File: src/nnmidi_pkg.sv
package nnmidi_pkg;

    localparam int TextW = 8;

    typedef enum logic [3:0] {
        PH_IDLE   = 4'd0,
        PH_PLUS   = 4'd1,
        PH_MINUS  = 4'd2,
        PH_PITCH  = 4'd3,
        PH_MODS   = 4'd4,
        PH_SLASH  = 4'd5,
        PH_DOT    = 4'd6,
        PH_DASH   = 4'd7,
        PH_NTAIL  = 4'd8,
        PH_S_INT  = 4'd9,
        PH_S_FRAC = 4'd10,
        PH_S_TAIL = 4'd11,
        PH_V_NUM  = 4'd12,
        PH_V_TAIL = 4'd13,
        PH_T_NUM  = 4'd14,
        PH_T_TAIL = 4'd15
    } phase_t;

    typedef enum logic [1:0] {
        EV_NOTE  = 2'd0,
        EV_PROG  = 2'd1,
        EV_END   = 2'd2,
        EV_ERROR = 2'd3
    } event_kind_t;

    localparam logic [1:0] CFG_CHANNEL = 2'd0;
    localparam logic [1:0] CFG_VOLUME  = 2'd1;
    localparam logic [1:0] CFG_BEAT    = 2'd2;
    localparam logic [1:0] CFG_OCTAVE  = 2'd3;

    localparam logic [7:0] STATUS_NOTE = 8'h90;
    localparam logic [7:0] STATUS_PROG = 8'hC0;
    localparam logic [7:0] REST_CODE   = 8'd128;
    localparam logic [6:0] TOP_NOTE    = 7'h7F;
    localparam logic [23:0] FIELD24_MAX = 24'hFFFFFF;
    localparam logic [23:0] TEMPO_NUM  = 24'd6000000;

    typedef struct packed {
        logic busy;
        logic done;
    } div_status_t;

    typedef struct packed {
        logic        emit;
        event_kind_t kind;
        logic        start_div;
    } ctl_cmd_t;

    function automatic logic [3:0] degree_step(input logic [2:0] d);
        logic [3:0] r;
        case (d)
            3'd0: r = 4'd0;
            3'd1: r = 4'd2;
            3'd2: r = 4'd4;
            3'd3: r = 4'd5;
            3'd4: r = 4'd7;
            3'd5: r = 4'd9;
            3'd6: r = 4'd11;
            default: r = 4'd0;
        endcase
        return r;
    endfunction

endpackage

File: src/nnmidi_div.sv
module nnmidi_div (
    input  logic        clk,
    input  logic        rst_n,
    input  logic        start,
    input  logic [26:0] divisor,
    output logic [23:0] quotient,
    output nnmidi_pkg::div_status_t status
);
    import nnmidi_pkg::*;

    logic [23:0] rem_reg, rem_next;
    logic [23:0] quo_reg, quo_next;
    logic [26:0] dvs_reg, dvs_next;
    logic [4:0]  cnt_reg, cnt_next;
    logic        busy_reg, busy_next;
    logic        done_reg, done_next;
    logic [27:0] trial;

    always_comb
    begin
        rem_next  = rem_reg;
        quo_next  = quo_reg;
        dvs_next  = dvs_reg;
        cnt_next  = cnt_reg;
        busy_next = busy_reg;
        done_next = 1'b0;
        trial     = '0;
        if (start)
        begin
            rem_next  = '0;
            quo_next  = TEMPO_NUM;
            dvs_next  = divisor;
            cnt_next  = 5'd0;
            busy_next = 1'b1;
        end
        else if (busy_reg)
        begin
            trial = {3'd0, rem_reg, quo_reg[23]} - {1'b0, dvs_reg};
            if (!trial[27])
            begin
                rem_next = trial[23:0];
                quo_next = {quo_reg[22:0], 1'b1};
            end
            else
            begin
                rem_next = {rem_reg[22:0], quo_reg[23]};
                quo_next = {quo_reg[22:0], 1'b0};
            end
            cnt_next = cnt_reg + 5'd1;
            if (cnt_reg == 5'd23)
            begin
                busy_next = 1'b0;
                done_next = 1'b1;
            end
        end
    end

    always_ff @(posedge clk or negedge rst_n)
    begin
        if (!rst_n)
        begin
            busy_reg <= 1'b0;
            done_reg <= 1'b0;
            cnt_reg  <= '0;
        end
        else
        begin
            busy_reg <= busy_next;
            done_reg <= done_next;
            cnt_reg  <= cnt_next;
        end
    end

    always_ff @(posedge clk)
    begin
        rem_reg <= rem_next;
        quo_reg <= quo_next;
        dvs_reg <= dvs_next;
    end

    assign quotient    = quo_reg;
    assign status.busy = busy_reg;
    assign status.done = done_reg;
endmodule

File: src/nnmidi_ctrl.sv
module nnmidi_ctrl (
    input  logic        clk,
    input  logic        rst_n,
    input  logic        take,
    input  logic [7:0]  c,
    input  logic        div_needed,
    input  logic        div_busy,
    output nnmidi_pkg::phase_t phase,
    output logic        in_comment,
    output nnmidi_pkg::ctl_cmd_t cmd
);
    import nnmidi_pkg::*;

    phase_t phase_reg, phase_next;
    logic   com_reg, com_next;
    logic   digit, degree, blank, comma;

    always_comb
    begin
        digit  = (c >= "0") && (c <= "9");
        degree = (c >= "0") && (c <= "7");
        blank  = (c == " ") || (c == 8'h09) || (c == 8'h0A);
        comma  = (c == ",");
        phase_next = phase_reg;
        com_next   = com_reg;
        cmd        = '{emit: 1'b0, kind: EV_NOTE, start_div: 1'b0};
        if (take)
        begin
            if (com_reg)
            begin
                if (c == 8'h0A)
                begin
                    com_next = 1'b0;
                end
            end
            else if ((phase_reg <= PH_DASH) && blank)
            begin
                com_next = 1'b0;
            end
            else if ((phase_reg <= PH_DASH) && (c == "@"))
            begin
                com_next = 1'b1;
            end
            else
            begin
                case (phase_reg)
                    PH_IDLE:
                    begin
                        if (c == "$")
                        begin
                            cmd.emit = 1'b1;
                            cmd.kind = EV_END;
                        end
                        else if (c == "S")
                            phase_next = PH_S_INT;
                        else if (c == "V")
                            phase_next = PH_V_NUM;
                        else if (c == "T")
                            phase_next = PH_T_NUM;
                        else if (c == "+")
                            phase_next = PH_PLUS;
                        else if (c == "-")
                            phase_next = PH_MINUS;
                        else if (degree)
                            phase_next = (c == "0") ? PH_MODS : PH_PITCH;
                        else
                        begin
                            cmd.emit = 1'b1;
                            cmd.kind = EV_ERROR;
                        end
                    end
                    PH_PLUS, PH_MINUS:
                    begin
                        if (c == "+" && phase_reg == PH_PLUS)
                            phase_next = PH_PLUS;
                        else if (c == "-")
                            phase_next = PH_MINUS;
                        else if (degree)
                            phase_next = (c == "0") ? PH_MODS : PH_PITCH;
                        else
                        begin
                            cmd.emit   = 1'b1;
                            cmd.kind   = EV_ERROR;
                            phase_next = PH_IDLE;
                        end
                    end
                    PH_PITCH, PH_MODS:
                    begin
                        if (comma)
                        begin
                            cmd.emit   = 1'b1;
                            cmd.kind   = EV_NOTE;
                            phase_next = PH_IDLE;
                        end
                        else if (c == "#" && phase_reg == PH_PITCH)
                            phase_next = PH_MODS;
                        else if (c == ".")
                            phase_next = PH_DOT;
                        else if (c == "/")
                            phase_next = PH_SLASH;
                        else if (c == "-")
                            phase_next = PH_DASH;
                        else
                            phase_next = PH_NTAIL;
                    end
                    PH_SLASH:
                    begin
                        if (comma)
                        begin
                            cmd.emit   = 1'b1;
                            phase_next = PH_IDLE;
                        end
                        else if (c == "/")
                            phase_next = PH_SLASH;
                        else if (c == "-")
                            phase_next = PH_DASH;
                        else
                            phase_next = PH_NTAIL;
                    end
                    PH_DOT, PH_DASH:
                    begin
                        if (comma)
                        begin
                            cmd.emit   = 1'b1;
                            phase_next = PH_IDLE;
                        end
                        else if (c == "-")
                            phase_next = PH_DASH;
                        else
                            phase_next = PH_NTAIL;
                    end
                    PH_NTAIL:
                    begin
                        if (comma)
                        begin
                            cmd.emit   = 1'b1;
                            phase_next = PH_IDLE;
                        end
                    end
                    PH_S_INT:
                    begin
                        if (digit)
                            phase_next = PH_S_INT;
                        else if (c == ".")
                            phase_next = PH_S_FRAC;
                        else if (comma)
                        begin
                            cmd.start_div = div_needed;
                            phase_next    = PH_IDLE;
                        end
                        else
                            phase_next = PH_S_TAIL;
                    end
                    PH_S_FRAC:
                    begin
                        if (digit)
                            phase_next = PH_S_FRAC;
                        else if (comma)
                        begin
                            cmd.start_div = div_needed;
                            phase_next    = PH_IDLE;
                        end
                        else
                            phase_next = PH_S_TAIL;
                    end
                    PH_S_TAIL:
                    begin
                        if (comma)
                        begin
                            cmd.start_div = div_needed;
                            phase_next    = PH_IDLE;
                        end
                    end
                    PH_V_NUM:
                    begin
                        if (comma)
                            phase_next = PH_IDLE;
                        else if (!digit)
                            phase_next = PH_V_TAIL;
                    end
                    PH_V_TAIL:
                    begin
                        if (comma)
                            phase_next = PH_IDLE;
                    end
                    PH_T_NUM:
                    begin
                        if (comma)
                        begin
                            cmd.emit   = 1'b1;
                            cmd.kind   = EV_PROG;
                            phase_next = PH_IDLE;
                        end
                        else if (!digit)
                            phase_next = PH_T_TAIL;
                    end
                    PH_T_TAIL:
                    begin
                        if (comma)
                        begin
                            cmd.emit   = 1'b1;
                            cmd.kind   = EV_PROG;
                            phase_next = PH_IDLE;
                        end
                    end
                    default:
                        phase_next = PH_IDLE;
                endcase
                if (cmd.emit)
                    phase_next = PH_IDLE;
            end
        end
    end

    always_ff @(posedge clk or negedge rst_n)
    begin
        if (!rst_n)
        begin
            phase_reg <= PH_IDLE;
            com_reg   <= 1'b0;
        end
        else
        begin
            phase_reg <= phase_next;
            com_reg   <= com_next;
        end
    end

    assign phase      = phase_reg;
    assign in_comment = com_reg | div_busy;
endmodule

File: src/nnmidi_dp.sv
module nnmidi_dp #(
    parameter int DurationBits = 24
) (
    input  logic        clk,
    input  logic        rst_n,
    input  logic        take,
    input  logic        com_active,
    input  logic [7:0]  c,
    input  nnmidi_pkg::phase_t phase,
    input  nnmidi_pkg::ctl_cmd_t cmd,
    input  logic        cfg_we,
    input  logic [1:0]  cfg_idx,
    input  logic [23:0] cfg_data,
    input  logic [23:0] div_q,
    input  logic        div_done,
    output logic        div_needed,
    output logic [26:0] div_divisor,
    output logic [48:0] result
);
    import nnmidi_pkg::*;

    localparam logic [DurationBits-1:0] DurMax = '1;

    logic [3:0]  chan_reg;
    logic [3:0]  boct_reg;
    logic [23:0] beat_reg, beat_next;
    logic [6:0]  vol_reg, vol_next;
    logic [3:0]  oct_reg, oct_next;
    logic [3:0]  pofs_reg, pofs_next;
    logic        rest_reg, rest_next;
    logic [DurationBits-1:0] dur_reg, dur_next;
    logic [7:0]  dash_reg, dash_next;
    logic [23:0] cval_reg, cval_next;
    logic [1:0]  frac_reg, frac_next;

    logic        digit, degree, blank;
    logic [DurationBits:0] dsum, bsat;
    logic [27:0] acc;
    logic [7:0]  note;
    logic [23:0] dur_out;
    logic [30:0] scaled;

    always_comb
    begin
        digit  = (c >= "0") && (c <= "9");
        degree = (c >= "0") && (c <= "7");
        blank  = (c == " ") || (c == 8'h09) || (c == 8'h0A) || (c == "@");
        acc    = ({4'd0, cval_reg} << 3) + ({4'd0, cval_reg} << 1) + {24'd0, c[3:0] - 4'd0};
        if (DurationBits >= 24)
            bsat = {1'b0, DurationBits'(beat_reg)};
        else
            bsat = ((beat_reg >> DurationBits) != 24'd0) ? {1'b0, DurMax}
                                                         : {1'b0, DurationBits'(beat_reg)};
        dsum = '0;
        case (frac_reg)
            2'd0:    scaled = ({7'd0, cval_reg} << 6) + ({7'd0, cval_reg} << 5)
                              + ({7'd0, cval_reg} << 2);
            2'd1:    scaled = ({7'd0, cval_reg} << 3) + ({7'd0, cval_reg} << 1);
            default: scaled = {7'd0, cval_reg};
        endcase

        beat_next = beat_reg;
        vol_next  = vol_reg;
        oct_next  = oct_reg;
        pofs_next = pofs_reg;
        rest_next = rest_reg;
        dur_next  = dur_reg;
        dash_next = dash_reg;
        cval_next = cval_reg;
        frac_next = frac_reg;

        if (div_done)
            beat_next = div_q;
        if (take && !com_active && !((phase <= PH_DASH) && blank))
        begin
            if ((phase == PH_IDLE || phase == PH_PLUS || phase == PH_MINUS) && degree)
            begin
                dur_next  = bsat[DurationBits-1:0];
                dash_next = '0;
                rest_next = (c == "0");
                pofs_next = (c == "0") ? 4'd0 : degree_step(3'(c[2:0] - 3'd1));
            end
            case (phase)
                PH_IDLE:
                begin
                    cval_next = '0;
                    frac_next = '0;
                    if (c == "+")
                        oct_next = (boct_reg == 4'd15) ? boct_reg : boct_reg + 4'd1;
                    else if (c == "-")
                        oct_next = (boct_reg == 4'd0) ? boct_reg : boct_reg - 4'd1;
                    else if (c != "S" && c != "V" && c != "T" && c != "$")
                        oct_next = boct_reg;
                end
                PH_PLUS, PH_MINUS:
                begin
                    if (c == "+" && phase == PH_PLUS)
                        oct_next = (oct_reg == 4'd15) ? oct_reg : oct_reg + 4'd1;
                    else if (c == "-")
                        oct_next = (oct_reg == 4'd0) ? oct_reg : oct_reg - 4'd1;
                end
                default:
                begin
                end
            endcase
            if (phase == PH_PITCH && c == "#" && pofs_reg != 4'd4 && pofs_reg != 4'd11)
                pofs_next = pofs_reg + 4'd1;
            if ((phase == PH_PITCH || phase == PH_MODS) && c == ".")
            begin
                dsum     = {1'b0, dur_reg} + {2'b0, dur_reg[DurationBits-1:1]};
                dur_next = dsum[DurationBits] ? DurMax : dsum[DurationBits-1:0];
            end
            if ((phase == PH_PITCH || phase == PH_MODS || phase == PH_SLASH) && c == "/")
                dur_next = dur_reg >> 1;
            if ((phase >= PH_PITCH && phase <= PH_DASH) && c == "-")
            begin
                dash_next = (dash_reg == 8'd255) ? dash_reg : dash_reg + 8'd1;
                dsum      = {1'b0, dur_reg} + bsat;
                dur_next  = dsum[DurationBits] ? DurMax : dsum[DurationBits-1:0];
            end
            if (digit && (phase == PH_S_INT || phase == PH_V_NUM || phase == PH_T_NUM
                          || (phase == PH_S_FRAC && frac_reg != 2'd2)))
            begin
                cval_next = (acc > 28'(FIELD24_MAX)) ? FIELD24_MAX : acc[23:0];
                if (phase == PH_S_FRAC)
                    frac_next = frac_reg + 2'd1;
            end
            if ((phase == PH_V_NUM || phase == PH_V_TAIL) && c == "," && cval_reg != 24'd0)
                vol_next = (cval_reg > 24'd127) ? TOP_NOTE : cval_reg[6:0];
        end
        if (cfg_we && cfg_idx == CFG_VOLUME)
            vol_next = cfg_data[6:0];
        if (cfg_we && cfg_idx == CFG_BEAT)
            beat_next = cfg_data;

        note = ({4'd0, oct_reg} << 3) + ({4'd0, oct_reg} << 2) + {4'd0, pofs_reg};
        if (note > {1'b0, TOP_NOTE})
            note = {1'b0, TOP_NOTE};
        if (rest_reg)
            note = REST_CODE;
        if (DurationBits > 24 && (dur_reg >> 24) != '0)
            dur_out = FIELD24_MAX;
        else
            dur_out = 24'(dur_reg);
        case (cmd.kind)
            EV_NOTE:  result = {dur_out, vol_reg, note, STATUS_NOTE | {4'd0, chan_reg}, EV_NOTE};
            EV_PROG:  result = {24'd0, 7'd0,
                                (cval_reg > 24'd127) ? 8'd127 : {1'b0, cval_reg[6:0]},
                                STATUS_PROG | {4'd0, chan_reg}, EV_PROG};
            default:  result = {47'd0, cmd.kind};
        endcase
    end

    // A tempo value above the numerator gives a zero beat, so any larger divisor will do.
    assign div_divisor = (scaled > {7'd0, TEMPO_NUM}) ? {3'd0, TEMPO_NUM} + 27'd1
                                                      : scaled[26:0];
    assign div_needed  = (scaled != 31'd0);

    always_ff @(posedge clk or negedge rst_n)
    begin
        if (!rst_n)
        begin
            chan_reg <= 4'd4;
            boct_reg <= 4'd4;
            beat_reg <= 24'd500;
            vol_reg  <= 7'd127;
            oct_reg  <= 4'd4;
            pofs_reg <= '0;
            rest_reg <= 1'b0;
            dur_reg  <= '0;
            dash_reg <= '0;
            cval_reg <= '0;
            frac_reg <= '0;
        end
        else
        begin
            if (cfg_we && cfg_idx == CFG_CHANNEL)
                chan_reg <= cfg_data[3:0];
            if (cfg_we && cfg_idx == CFG_OCTAVE)
                boct_reg <= cfg_data[3:0];
            beat_reg <= beat_next;
            vol_reg  <= vol_next;
            oct_reg  <= oct_next;
            pofs_reg <= pofs_next;
            rest_reg <= rest_next;
            dur_reg  <= dur_next;
            dash_reg <= dash_next;
            cval_reg <= cval_next;
            frac_reg <= frac_next;
        end
    end
endmodule

File: src/numbered_notation_to_midi_parser.sv
// A result appears on the output register in the cycle after its last byte is taken;
// throughput is one byte per cycle unless the output or the divider holds the input.
// A nonzero tempo ends in a 24-step restoring divide; input waits while it is busy or done.
// The output holds its result until taken; input is refused while it is full and not taken.
// Reset is asynchronous and active low; it restores all register and parser defaults.
module numbered_notation_to_midi_parser #(
    parameter int DURATION_BITS = 24
) (
    input  logic        clk,
    input  logic        rst_n,
    input  logic        s_tvalid,
    output logic        s_tready,
    input  logic [7:0]  s_tdata,   // text_byte
    output logic        m_tvalid,
    input  logic        m_tready,
    output logic [55:0] m_tdata,   // event_kind, status_byte, note_or_program, velocity,
                                   // duration_ms, zero pad
    input  logic        cfg_we,
    input  logic [1:0]  cfg_index,
    input  logic [23:0] cfg_data
);
    import nnmidi_pkg::*;

    logic        take;
    phase_t      phase;
    logic        com_active;
    ctl_cmd_t    cmd;
    logic        div_needed;
    logic [26:0] divisor;
    logic [23:0] quotient;
    div_status_t dstat;
    logic [48:0] result;
    logic        ov_reg;
    logic [48:0] od_reg;

    assign s_tready = (!ov_reg || m_tready) && !dstat.busy && !dstat.done;
    assign take     = s_tvalid && s_tready;

    nnmidi_ctrl u_ctrl (
        .clk(clk), .rst_n(rst_n), .take(take), .c(s_tdata),
        .div_needed(div_needed), .div_busy(1'b0),
        .phase(phase), .in_comment(com_active), .cmd(cmd)
    );

    nnmidi_dp #(.DurationBits(DURATION_BITS)) u_dp (
        .clk(clk), .rst_n(rst_n), .take(take), .com_active(com_active), .c(s_tdata),
        .phase(phase), .cmd(cmd), .cfg_we(cfg_we), .cfg_idx(cfg_index),
        .cfg_data(cfg_data), .div_q(quotient), .div_done(dstat.done),
        .div_needed(div_needed), .div_divisor(divisor), .result(result)
    );

    nnmidi_div u_div (
        .clk(clk), .rst_n(rst_n), .start(cmd.start_div), .divisor(divisor),
        .quotient(quotient), .status(dstat)
    );

    always_ff @(posedge clk or negedge rst_n)
    begin
        if (!rst_n)
            ov_reg <= 1'b0;
        else if (take && cmd.emit)
            ov_reg <= 1'b1;
        else if (m_tready)
            ov_reg <= 1'b0;
    end

    always_ff @(posedge clk)
    begin
        if (take && cmd.emit)
            od_reg <= result;
    end

    assign m_tvalid = ov_reg;
    assign m_tdata  = {7'd0, od_reg};
endmodule

File: config.mk
export PLATFORM = sky130hd
export DESIGN_NAME = numbered_notation_to_midi_parser
export DESIGN_NICKNAME = d
export VERILOG_FILES = /design/src/nnmidi_pkg.sv /design/src/nnmidi_div.sv /design/src/nnmidi_ctrl.sv /design/src/nnmidi_dp.sv /design/src/numbered_notation_to_midi_parser.sv
export SDC_FILE = /design/constraint.sdc
export NUM_CORES = 1
export LEC_CHECK = 0
export ABC_AREA = 1
export BUFFER_PORTS_ARGS = -buffer_cell sky130_fd_sc_hd__buf_2
export CAP_MARGIN = 20
export CORE_MARGIN = 2
export CORE_UTILIZATION = 44
export CTS_BUF_LIST = sky130_fd_sc_hd__clkbuf_2 sky130_fd_sc_hd__clkbuf_4 sky130_fd_sc_hd__clkbuf_8
export DETAILED_ROUTE_END_ITERATION = 7
export SYNTH_ARGS = -nofsm -noshare
export SYNTH_HDL_FRONTEND = slang
export SYNTH_HIERARCHICAL = 1
export SYNTH_SLANG_ARGS = --single-unit
File: constraint.sdc
create_clock -name clk -period 8.8 [get_ports clk]
set_input_delay 1.76 -clock clk [delete_from_list [all_inputs] [get_ports clk]]
set_output_delay 1.76 -clock clk [all_outputs]
set_load 0.005 [all_outputs]
==> results.yml, run 1 <==
worst_setup_path:
  cpPeakStageDelay_ns: 0.87
  crit_type: "flip-flop to flip-flop"
  rr_startpoint: "u_dp/frac_reg[1]"
  setup.worst_path.start_class: "flip-flop"
  crit_path_cell_trace: "inv_1 > ha_1 > nor2_1 > inv_1 > o22ai_1 > a21oi_1 > nand2_1 > nor2_1 > nand4_1 > nor4_1 > nand3_1 > o21ai_0 > nor4_2 > buf_4 > nor2_1 > inv_1 > o22ai_1"
  slowest_stage: "ha_1"
  r2r_slack_ns: 3.21
  cp_data_arrival_time_ns: 6.11
  cp_top_family: "simple AND/OR/NAND/NOR gates"
  cp.buffers_inverters: 4
  cp-end-kind: "flip-flop"
  cp_data_required_time_ns: 9.32
  r2r-end: "u_div/quotient[4]"
  crit_fanout: 47
  reg2reg_depth: 17
global_route:
  antenna_found_initial: 1
  grt.total_usage: 0.2696
  grt_pass1_wl_um: 116700
  overflow: 0
  grt_pass1_vias: 21919
  grt_max_degree: 62
timing:
  worst_pin_slew_ns: 1.077
  setup_violations: 0
  final.setup.worst_slack_ns: 3.210
  timing.final.crit_share: 0.6353
  finalHoldViolCount: 0
  slew_headroom: 0.2817
  fmax_mhz: 178.9
  fin_hold_ws_ns: 0.4768
  fin_setup_tns_ns: 0
  period_minus_slack_ns: 5.590
  finClkSkew_ns: 0.04257
  rsz0062_at_grt: "no"
  final_max_slew_viol_count: 0
clock_network:
  postCtsHoldBufs: 0
  clk_pin_slew_worst_paths_ns: 0.06
  cts_max_level: 2
  clk_path_buf_depth: 3
  cts_root_buf: "clkbuf_8"
  post_cts_buffers: 0
  cts_made_buffers: 46
  clkLatencyLatePin_ns: 0.64
  cts_sinks: 235
  cts_tree: "yes"
  cts_resized: 0
final_layout:
  num-fill-cells: 5390
  fin_area_um2: 25130
  nNetsFinal: 3778
  drive_above_1_share: 0.09019
  largest_register_ffs: 49
  area_delta_synth_final_pct: 9.009
detailed_routing:
  vias_per_cell: 5.390
  wl_um: 73100
  antenna_left: 0
  drt_first_pass_iters: 6
  avgRoutedWirePerCell_um: 17.33
  num_vias: 22733
  drc_errors: 0
  first_iter_violations: 1843
die:
  die_w_um: 232.9
  die_y_um: 232.9
  die_area_um2: 54250
  initial_core_util: 0.4476
  io_pins: 97
  core.rowCount: 83
  core_um2: 51510
placed_design:
  pre_cts_ws_ns: 3.162
  portBuffers: 89
  place_congestion: 0.9475
  place_area_um2: 24020
  hpwlAfterDp_um: 57890
yosys:
  ys_ff_latch: 235
  yosys_warnings: 6
  synthCells: 3423
  synth_edf_count: 76
  syn_area_per_cell_um2: 6.736
  syn_area_um2: 23060
  async_reset_ff_frac: 0.4723
  ys_seq_area_frac: 0.2620
  synthFlopType: "dfrtp_1"
  ys_types: 65
power_and_ir_drop:
  power.density_nw_per_um2: 221.8
  total_power_w: 0.005574
  p_leak_nw: 13.26
  ir_drop_uv: 116.4
run:
  maxCapViolCount: 0
hold_path:
  min_from: "u_div/rem_reg[1]"
  hp-class: "flip-flop to flip-flop"
  min_to: "u_div/rem_reg[1]"
  min_path_cells: 2
outcome:
  outcome: "finished, final reports clean"
[worst register-to-register path, cell delays in order (launching register included)]
cell and delay [ns]:
dfrtp_1 0.39, inv_1 0.10, ha_1 0.87, nor2_1 0.16, inv_1 0.47, o22ai_1 0.15, a21oi_1 0.42, nand2_1 0.09
nor2_1 0.16, nand4_1 0.13, nor4_1 0.32, nand3_1 0.17, o21ai_0 0.13, nor4_2 0.07, buf_4 0.32, nor2_1 0.76
inv_1 0.48, o22ai_1 0.30
[how the worst max path moves through the flow]
stage	endpoint	from	depth (start not counted)	slack, ns
2_1_floorplan	u_div/busy_reg	u_dp/cval_reg[4]	25	2.23
3_3_place_gp	u_div/rem_reg[2]	u_dp/frac_reg[1]	19	3.24
3_5_place_dp	u_div/rem_reg[2]	u_dp/frac_reg[1]	19	3.16
4_1_cts	u_div/rem_reg[2]	u_dp/frac_reg[1]	19	3.13
5_1_grt	u_div/quotient[1]	u_dp/frac_reg[1]	17	2.58
6_report	u_div/quotient[4]	u_dp/frac_reg[1]	17	3.21
[logic make-up after synthesis]
kind of cell               Yosys count  synth area share
muxes                                2         0.0008683
and+or+nand+nor                   1645            0.3091
other                                2         0.0003257
xor gates and xnor gates            70           0.02659
adders and majority gates          240            0.1465
AOI/OAI and AO/OA                  551            0.1372
buffers and inverters              678            0.1173
DFF                                235            0.2620
[cell usage after synthesis, drive strengths merged, types with 18 or more instances]
| cell | number | area share |
|---|---|---|
| xor2 | 53 | 0.020 |
| o221ai | 29 | 0.011 |
| nand2 | 903 | 0.15 |
| nand4 | 69 | 0.019 |
| a21oi | 224 | 0.052 |
| dfxtp | 48 | 0.042 |
| nor3 | 46 | 0.012 |
| edfxtp | 76 | 0.099 |
| buf | 52 | 0.015 |
| ha | 190 | 0.10 |
| inv | 591 | 0.096 |
| nor2 | 325 | 0.056 |
| o21ai | 209 | 0.046 |
| nand3b | 18 | 0.0059 |
| dfrtp | 95 | 0.10 |
| fa | 50 | 0.043 |
| clkbuf | 34 | 0.0055 |
| nand3 | 261 | 0.059 |
[metrics by stage]
stage / cells / utilization
2_1_floorplan: 3434 / -
3_3_place_gp: 4127 / 0.4660
3_5_place_dp: 4128 / 0.4663
4_1_cts: 4214 / 0.4868
5_1_grt: 4218 / 0.4879
6_report: 4218 / 0.4879
[where the power goes]
group / internal [W] / total (W) / switching (W) / leakage [nW]
Clock: 0.000752 / 0.00128 / 0.000529 / 0.556
Combinational: 0.000941 / 0.00264 / 0.00170 / 10.3
Sequential: 0.00140 / 0.00166 / 0.000260 / 2.42
[cells in the final DEF, fill, tap and decap left out, types with 30 or more instances in the layout]
cell      count
nand2_2      30
clkbuf_8     54
xor2_1       53
nand2_1     872
nor2_1      302
ha_1        190
o21ai_1      33
edfxtp_1     76
o21ai_0     173
nand4_1      69
dfrtp_1      95
dfxtp_1      48
inv_1       577
a21oi_1     208
nor3_1       37
fa_1         50
nand3_1     248
buf_2        88
[layout make-up]
| cell class | instances | area (µm²) | area share |
|---|---|---|---|
| clock inverters | 22 | 240.2 | 0.009558 |
| well taps | 680 | 850.8 | 0.03385 |
| clock buffers | 64 | 818.3 | 0.03256 |
| diodes | 1 | 2.502 | 0.00009957 |
| multi-input cells | 2521 | 14360 | 0.5715 |
| repair buffers | 103 | 593.1 | 0.02360 |
| flip-flops and latches | 235 | 6041 | 0.2404 |
| inverters | 592 | 2225 | 0.08851 |
[routing by layer]
layer | track usage | up-vias | part of all wire
met1 | 0.3745 | 10731 | 0.47
met5 | 0 | - | 0
met3 | 0.02721 | 152 | 0.043
li1 | - | 11243 | -
met4 | 0.09196 | 0 | 0.033
met2 | 0.4368 | 607 | 0.46
(Power assumes the default switching activity.)
==> inputs of run 2 (changes only) <==
Clock period 8.8 ns to 5.61 ns, I/O delays scaled along.
==> results.yml, run 2 (synthesis gave the netlist of run 1 again) <==
timing:
  rsz0062_at_grt: "no"
  period_minus_slack_ns: 4.739
  slew_headroom: 0.3602
  fin_setup_tns_ns: 0
  finalHoldViolCount: 0
  fmax_mhz: 211.0
  timing.final.crit_share: 0.8447
  worst_pin_slew_ns: 0.9524
  finClkSkew_ns: 0.04255
  setup_violations: 0
  final_max_slew_viol_count: 0
  final.setup.worst_slack_ns: 0.8714
final_layout:
  nNetsFinal: 3784
  final_util: 0.4875
  area_delta_synth_final_pct: 8.916
  drive_above_1_share: 0.09263
  final_cell_mix: "nand2_1, inv_1, nor2_1"
  largest_register_ffs: 49
  layout_commonest_cell: "nand2_1"
detailed_routing:
  avgRoutedWirePerCell_um: 16.95
  drc_errors: 0
  first_iter_violations: 1647
  drt_first_pass_iters: 6
  wl_um: 71580
  vias_per_cell: 5.374
  antenna_left: 0
  num_vias: 22689
worst_setup_path:
  crit_type: "flip-flop to flip-flop"
  crit_fanout: 40
  cp-end-kind: "flip-flop"
  cp_data_arrival_time_ns: 5.22
  setup.worst_path.start_class: "flip-flop"
  cp_data_required_time_ns: 6.09
power_and_ir_drop:
  pwr-share-comb: 0.475
  power.density_nw_per_um2: 341.1
  power.switching_w: 0.003804
  p_int_w: 0.004763
  clockPowerShare: 0.222
  p_leak_nw: 13.28
  sequentialPowerShare: 0.303
  ir_drop_uv: 208.3
  switching_share: 0.4441
hold_path:
  hp-class: "flip-flop to flip-flop"
clock_network:
  clk_path_buf_depth: 3
  post_cts_buffers: 0
  postCtsHoldBufs: 0
  cts_resized: 0
  cts_tree: "yes"
  cts_made_buffers: 44
  cts_max_level: 2
  clk_pin_slew_worst_paths_ns: 0.06
  cts_sinks: 235
  clkLatencyLatePin_ns: 0.62
  cts_root_buf: "clkbuf_8"
global_route:
  overflow: 0
  antenna_found_initial: 0
  grt.total_usage: 0.2623
  grt_max_degree: 50
  grt_pass1_wl_um: 114200
  grt_pass1_vias: 21891
placed_design:
  hpwlAfterDp_um: 57230
  pre_cts_ws_ns: 0.8749
  place_congestion: 0.9409
  portBuffers: 89
die:
  io_pins: 97
  die_w_um: 232.9
  die_y_um: 232.9
  core.rowCount: 83
  initial_core_util: 0.4476
  die_area_um2: 54250
  core_um2: 51510
outcome:
  outcome: "finished, final reports clean"
run:
  maxCapViolCount: 0
==> run 2: changes by cell type in the layout (fill, tap and decap cells not counted), sizes merged <==
cell and change:
clkinvlp -1, clkbuf +7, bufinv -2, clkinv -8, buf +8
==> run 2: area by class of cell <==
| type | instances | area, µm² |
|---|---|---|
| fillers | 5419 | 26400 |
| multi-input cells | 2521 | 14370 |
| flip-flops and latches | 235 | 6041 |
| inverters | 592 | 2225 |
| clock buffers | 71 | 864.6 |
| well taps | 680 | 850.8 |
| repair buffers | 111 | 613.1 |
| clock inverters | 11 | 143.9 |
| diodes | 1 | 2.502 |
==> run 2: per-layer routing <==
metal  share of wire  global-route usage  wire length, µm
met5               0                   0                0
met4           0.024             0.07106             1752
met3           0.052             0.03113             3730
met2            0.47              0.4414            33510
met1            0.46              0.3551            32590
==> run 2: through the flow <==
step | power [W] | instance area, µm² | hold WS [ns] | instances
finish | 0.008567 | 25110 | 0.4394 | 4222
global route | 0.009311 | 25110 | 0.4837 | 4221
CTS | 0.008608 | 25110 | 0.4381 | 4221
detailed placement | 0.006642 | 24100 | 0.4679 | 4139
global placement | 0.006597 | 24100 | 0.4669 | 4139
floorplan | 0.005524 | 23100 | 0.4457 | 3434
==> run 2: worst paths after layout <==
| check | depth (start not counted) | startpoint | end | slack (ns) |
|---|---|---|---|---|
| max in group asynchronous | 2 | rst_n | u_dp/cval_reg[18] | 4.06 |
| min | 2 | u_div/quotient[10] | u_div/quotient[11] | 0.44 |
| max reg2reg | 24 | u_dp/cval_reg[4] | u_div/rem_reg[7] | 0.87 |
| min in group asynchronous | 1 | rst_n | u_dp/beat_reg[12] | 0.52 |
| min reg2reg | 2 | u_div/quotient[10] | u_div/quotient[11] | 0.44 |
| max | 24 | u_dp/cval_reg[4] | u_div/rem_reg[7] | 0.87 |
==> run 2: power groups by stage <==
stage                     registers, W  clock network (W)  logic (W)
after floorplan                0.00247                  0    0.00305
after global placement         0.00262                  0    0.00398
after detailed placement       0.00262                  0    0.00402
after CTS                      0.00259            0.00196    0.00405
after global routing           0.00264            0.00204    0.00464
final                          0.00259            0.00190    0.00407
==> run 2: critical path, cell delays in order (launching register included) <==
cell and delay [ns]:
dfrtp_1 0.60, fa_1 0.51, ha_1 0.25, fa_1 0.47, nand3_1 0.14, nand2_2 0.09, nand2_1 0.08, nand2_2 0.09
nand2_1 0.09, nand2_1 0.07, nand2_1 0.10, nand2_1 0.06, nand2_1 0.07, nand3_2 0.07, nand2_1 0.07, nor2_1 0.04
nand2_1 0.07, nor2_2 0.05, nand3_1 0.12, o21ai_0 0.15, nor4_4 0.43, buf_4 0.50, inv_1 0.30, nand2_1 0.14
inv_1 0.04
